===== src/rtl/core/emc_pkg.sv =====
// Shared types and constants for the endpoint-to-locator map cache.
package emc_pkg;

  localparam int OP_W       = 2;
  localparam int HALF_W     = 64;
  localparam int TICK_W     = 32;
  localparam int CNT_OUT_W  = 5;
  localparam int ENTRY_W    = 4 * HALF_W + TICK_W;

  typedef enum logic [OP_W-1:0] {
    OP_LOOKUP = 2'd0,
    OP_UPDATE = 2'd1,
    OP_REMOVE = 2'd2,
    OP_CLEAR  = 2'd3
  } op_t;

  typedef enum logic [2:0] {
    ST_IDLE,
    ST_SCAN,
    ST_DRAIN,
    ST_COMMIT,
    ST_DONE
  } state_t;

  typedef struct packed {
    logic load;
    logic scan;
    logic commit;
    logic out_load;
  } dp_cmd_t;

  typedef struct packed {
    logic scan_last;
  } dp_sts_t;

endpackage


===== src/rtl/core/emc_ctrl.sv =====
// Sequencer for the map cache: accept, scan, commit, hand off to output register.
module emc_ctrl import emc_pkg::*; (
  input  logic    clk,
  input  logic    rst_n,
  input  logic    in_valid,
  output logic    in_stall,
  output logic    out_valid,
  input  logic    out_stall,
  output dp_cmd_t cmd,
  input  dp_sts_t sts
);

  state_t state_r, state_nxt;
  logic   out_valid_r, out_valid_nxt;

  always_ff @(posedge clk) begin
    if (!rst_n) begin
      state_r     <= ST_IDLE;
      out_valid_r <= 1'b0;
    end else begin
      state_r     <= state_nxt;
      out_valid_r <= out_valid_nxt;
    end
  end

  always_comb begin
    state_nxt = state_r;
    cmd       = '0;
    case (state_r)
      ST_IDLE: begin
        if (in_valid) begin
          cmd.load  = 1'b1;
          state_nxt = ST_SCAN;
        end
      end
      ST_SCAN: begin
        cmd.scan = 1'b1;
        if (sts.scan_last) begin
          state_nxt = ST_DRAIN;
        end
      end
      // last read is still being compared
      ST_DRAIN: begin
        state_nxt = ST_COMMIT;
      end
      ST_COMMIT: begin
        cmd.commit = 1'b1;
        state_nxt  = ST_DONE;
      end
      ST_DONE: begin
        if (!out_valid_r || !out_stall) begin
          cmd.out_load = 1'b1;
          state_nxt    = ST_IDLE;
        end
      end
      default: begin
        state_nxt = ST_IDLE;
      end
    endcase
    out_valid_nxt = cmd.out_load | (out_valid_r & out_stall);
  end

  // no transfer is taken while reset is asserted
  assign in_stall  = !rst_n || (state_r != ST_IDLE);
  assign out_valid = out_valid_r;

endmodule


===== config.mk =====
export PLATFORM = sky130hd
export DESIGN_NAME = emc_ctrl
export DESIGN_NICKNAME = d
export VERILOG_FILES = /design/src/rtl/core/emc_pkg.sv /design/src/rtl/core/emc_ctrl.sv
export SDC_FILE = /design/constraint.sdc
export NUM_CORES = 1
export LEC_CHECK = 0
export CAP_MARGIN = 10
export CORE_AREA = 5 5 42 44
export CTS_CLUSTER_SIZE = 14
export DETAILED_ROUTE_END_ITERATION = 10
export DIE_AREA = 0 0 47 49
export DONT_BUFFER_PORTS = 1
export PLACE_DENSITY = 0.4
export SLEW_MARGIN = 20
export SYNTH_ARGS = -nofsm -noshare
export SYNTH_HDL_FRONTEND = slang
export SYNTH_SLANG_ARGS = --single-unit

===== constraint.sdc =====
create_clock -name clk -period 2 [get_ports clk]
set_input_delay 0.6 -clock clk [delete_from_list [all_inputs] [get_ports clk]]
set_output_delay 0.6 -clock clk [all_outputs]
set_load 0.005 [all_outputs]

# Yosys cells after proc, flatten, opt, wreduce, memory -nomap -nowiden
# Index checks and enable logic that the tools add are counted.
[word_totals]
output_inout_bits = 6
regBits = 4
input_bits = 5
[op_classes]
mux = 10
eq_ne = 7
bitwise_logic = 2
n_reduce_logical = 8
[op_table]
columns = ["cell", "count"]
rows = [
  ["$pmux W3 S5", 1],
  ["$mux W3", 3],
  ["$eq A3 B2 Y1 const B", 2],
  ["$mux W1", 6],
  ["$ne A2 B2 Y1 const B", 3],
  ["$eq A3 B1 Y1 const B", 1],
  ["$eq A3 B3 Y1 const B", 1],
  ["$logic_not A1 Y1", 3],
  ["$logic_not A3 Y1", 1],
  ["$reduce_and A3 Y1", 1],
  ["$reduce_bool A3 Y1", 1],
  ["$logic_or A1 B1 Y1", 2],
  ["$and A1 B1 Y1", 1],
  ["$or A1 B1 Y1", 1],
]

# Logic depth before layout (Yosys ltp)
[logic_depth]
word_depth = 5
ltp_mapped = 2
mapped_depth_nobuf = 2

# Worst setup path after synthesis
# No wires, ideal clock.
[synth_timing]
path_kind = "reg2out"
start = "register state_r[0]"
end = "output port cmd[0] in the netlist's numbering"
path_slack_ns = 0.493
arrival_ns = 0.907
path_stages_with_launch = 3
t_required_ns = 1.400
path_cell_list = "dfxtp_1 or3b_4 a21oi_1"
[synth_lines]
columns = ["element", "line_no", "text"]
rows = [
  ["from (decl)", "emc_ctrl.sv:13", "state_t state_r, state_nxt;"],
  ["from (signal assigned)", "emc_ctrl.sv:21", "state_r <= state_nxt;"],
  ["to (decl)", "emc_ctrl.sv:9", "output dp_cmd_t cmd,"],
]

==> results.py <==
metrics = {
    "yosys": {
        "synth_xor_area_share_pct": 0,
        "synth_top_family_by_area": "simple AND/OR/NAND/NOR gates",
        "synth_compound_area_share_pct": 25.4,
        "synthSimpleGateAreaFrac_pct": 34.1,
        "synthCells": 22,
        "ys_ff_latch": 4,
        "ys_top_cells_by_area": "dfxtp_1, o2bb2ai_2, a21boi_2",
        "netlist_area_um2": 216,
        "synth_cell_types": 18,
        "yosysSeqAreaShare_pct": 37.0,
        "synthAdderAreaFrac_pct": 0,
        "yosysTopAreaCell": "dfxtp_1",
        "synth_mux_area_share_pct": 0,
        "yosysWarnings": 0,
        "synth_top_area_share_pct": 37.0,
        "avgSynthCellArea_um2": 9.84,
        "synth_nets": 27,
    },
    "pwr": {
        "p_switching_w": 0.0000476,
        "vdd_drop_max_mv": 0.342,
        "power_density_nw_per_um2": 831,
        "pwr-share-seq_pct": 43.7,
        "power.leakage_nw": 0.0845,
        "clkPwrFrac_pct": 47.5,
        "switching_share_pct": 22.8,
        "p_int_w": 0.000161,
        "p_comb_share_pct": 8.8,
    },
    "clock_tree": {
        "cts.clk_slew.worst_paths_ns": 0.04,
        "cts_sinks": 4,
        "cts.path.max_buffers": 2,
        "cts-root-buf": "clkbuf_4",
        "numCtsBuffers": 3,
        "ctsHoldBuffers": 0,
        "cts-resized-gates": 0,
        "ctsHtreeMaxLevel": 1,
        "clk_latency_ns": 0.24,
        "cts_setup_buffers": 0,
        "cts_tree": "built",
    },
    "global_routing": {
        "gr-total-overflow": 0,
        "grt_pass1_vias": 187,
        "grt_max_degree": 10,
        "antenna_found_initial": 0,
        "grt_pass1_wl_um": 772,
        "grt_usage_pct": 5.28,
    },
    "final_layout": {
        "drive_gt1_share_pct": 33.3,
        "fin_nets": 31,
        "diodes": 0,
        "syn2layout_area_growth_pct": 16.2,
    },
    "detailed_routing": {
        "drtIter0Drc": 0,
        "wl_um": 478,
        "drcViolationCount": 0,
        "num_vias": 177,
        "dr.pass1.iters": 1,
        "via_per_inst": 4.43,
        "drtAntennaViolNets": 0,
        "wl_per_cell_um": 12.0,
    },
    "die": {
        "fp.dieH_um": 49,
        "die_w_um": 47,
        "core-area_um2": 1400,
        "start_util_pct": 15.4,
        "boundaryPins": 11,
        "rows": 14,
        "dieArea_um2": 2300,
    },
    "min_path": {
        "holdCritPathClass": "input port to register",
    },
    "timing": {
        "tns_ns": 0,
        "finalSetupViolCount": 0,
        "fmax_ghz": 0.552,
        "fin_skew_ns": 0.00624,
        "finalCriticalPeriod_ns": 1.81,
        "worstMarginPinSlew_ns": 0.421,
        "post-route-period-util_pct": 90.5,
        "hold_slack_ns": 0.480,
        "maxSlewViolCount": 0,
        "rsz0062_at_grt": "no",
        "maxSlewHeadroom_pct": 71.5,
        "hold_viol": 0,
    },
    "outcome": {
        "status": "completed",
    },
    "setup_path": {
        "critPathArrivalTime_ns": 1.21,
        "max_stage_delay_ns": 0.44,
        "cp_slowest_cell": "or3b_4",
        "startpoint_type": "register",
        "worst-setup-path-type": "register to primary output",
        "cp_max_fo": 9,
        "path_cells": "or3b_4 -> a21oi_1",
        "critical_path_buf_inv_count": 0,
        "end_kind": "primary output",
        "cp_data_required_time_ns": 1.40,
        "crit_family": "simple AND/OR/NAND/NOR gates",
    },
    "placed_design": {
        "finalWeightedCongestion": 0.634,
        "io_buffer_count": 0,
        "hpwlAfterDp_um": 381,
    },
    "flow_run": {
        "drv_cap": 0,
    },
}
## cell usage in the layout (no fill, tap or decap)
cell type / netlist / final
a21boi_2: 1 / 1
o21ai_0: 1 / 1
nor2_1: 1 / 1
nand3b_1: 1 / 1
dfxtp_1: 4 / 4
nand2_1: 2 / 2
nor4b_1: 1 / 1
o2bb2ai_2: 1 / 1
nor2b_1: 1 / 1
a21oi_1: 1 / 1
nand3_1: 1 / 1
or3b_4: 1 / 1
o311a_2: 1 / 1
nor3b_1: 1 / 1
and3b_2: 1 / 1
a21boi_0: 1 / 1
clkbuf_4: 0 / 3
nand2b_1: 1 / 1
## cells in the mapped netlist
master and n:
a21boi_0 1, nor3b_1 1, nor4b_1 1, dfxtp_1 4
a21oi_1 1, nand2b_1 1, o311a_2 1, nand3_1 1
nand3b_1 1, nor2b_1 1, nor2_1 1, a21boi_2 1
nand2_1 2, o21ai_0 1, and3b_2 1, or3b_4 1
buf_4 1, o2bb2ai_2 1
## sequential cells by signal (all words and copies together) (netlist names)
signal     cells
out_valid      1
state_r        3
## layer usage
layer / vias to the layer above / wire length [um] / share of wire, % / GRT usage (%)
met3: 0 / 134 / 28 / 8.86
met5: - / 0 / 0 / 0
met4: 0 / 0 / 0 / 4.15
met2: 16 / 139 / 29 / 5.20
met1: 74 / 204 / 43 / 4.18
li1: 87 / - / - / -
## power by group through the flow
| stage | clock [W] | combinational (W) | sequential, W |
|---|---|---|---|
| after global placement | 0 | 0.0000187 | 0.0000916 |
| final | 0.0000992 | 0.0000184 | 0.0000914 |
| after CTS | 0.000107 | 0.0000190 | 0.0000912 |
| after detailed placement | 0 | 0.0000189 | 0.0000925 |
| after global routing | 0.000109 | 0.0000209 | 0.0000923 |
| after floorplan | 0 | 0.0000164 | 0.0000910 |
## cells by family (layout without fill, tap and decap cells)
logic type / count (synthesis) / count (layout)
compound gates: 6 / 6
flops: 4 / 4
buf+inv: 1 / 3
simple gates: 11 / 11
## worst register-to-register path: stages (launching register included)
cell and delay (ns):
dfxtp_1 0.36, or3b_4 0.44, o2bb2ai_2 0.14
## metrics by stage
stage	total power [W]	instance area (um^2)	setup slack (ns)	utilization, %	std cells
6_report	0.000209	251	0.190	17.9	40
5_1_grt	0.000222	251	0.112	17.9	40
4_1_cts	0.000218	251	0.168	17.9	40
3_5_place_dp	0.000111	229	0.422	16.3	37
3_3_place_gp	0.000110	229	0.433	16.3	37
2_1_floorplan	0.000107	216	0.493	-	22
## path summary, 6_finish.rpt
path	startpoint	endpoint	slack [ns]	depth (start not counted)
worst max register to register	state_r[0]	state_r[2]	0.99	2
worst min-delay path	rst_n	state_r[2]	0.48	1
worst max-delay path	state_r[0]	cmd[0]	0.19	2
worst min register to register	out_valid	out_valid	0.52	2
## cell type report
cell class / count / area, um^2
Fill cell: 171 / 1150
Clock buffer: 3 / 22.5
Sequential cell: 4 / 80.1
Multi-Input combinational cell: 17 / 129
Tap cell: 16 / 20.0
(Power assumes the default switching activity.)
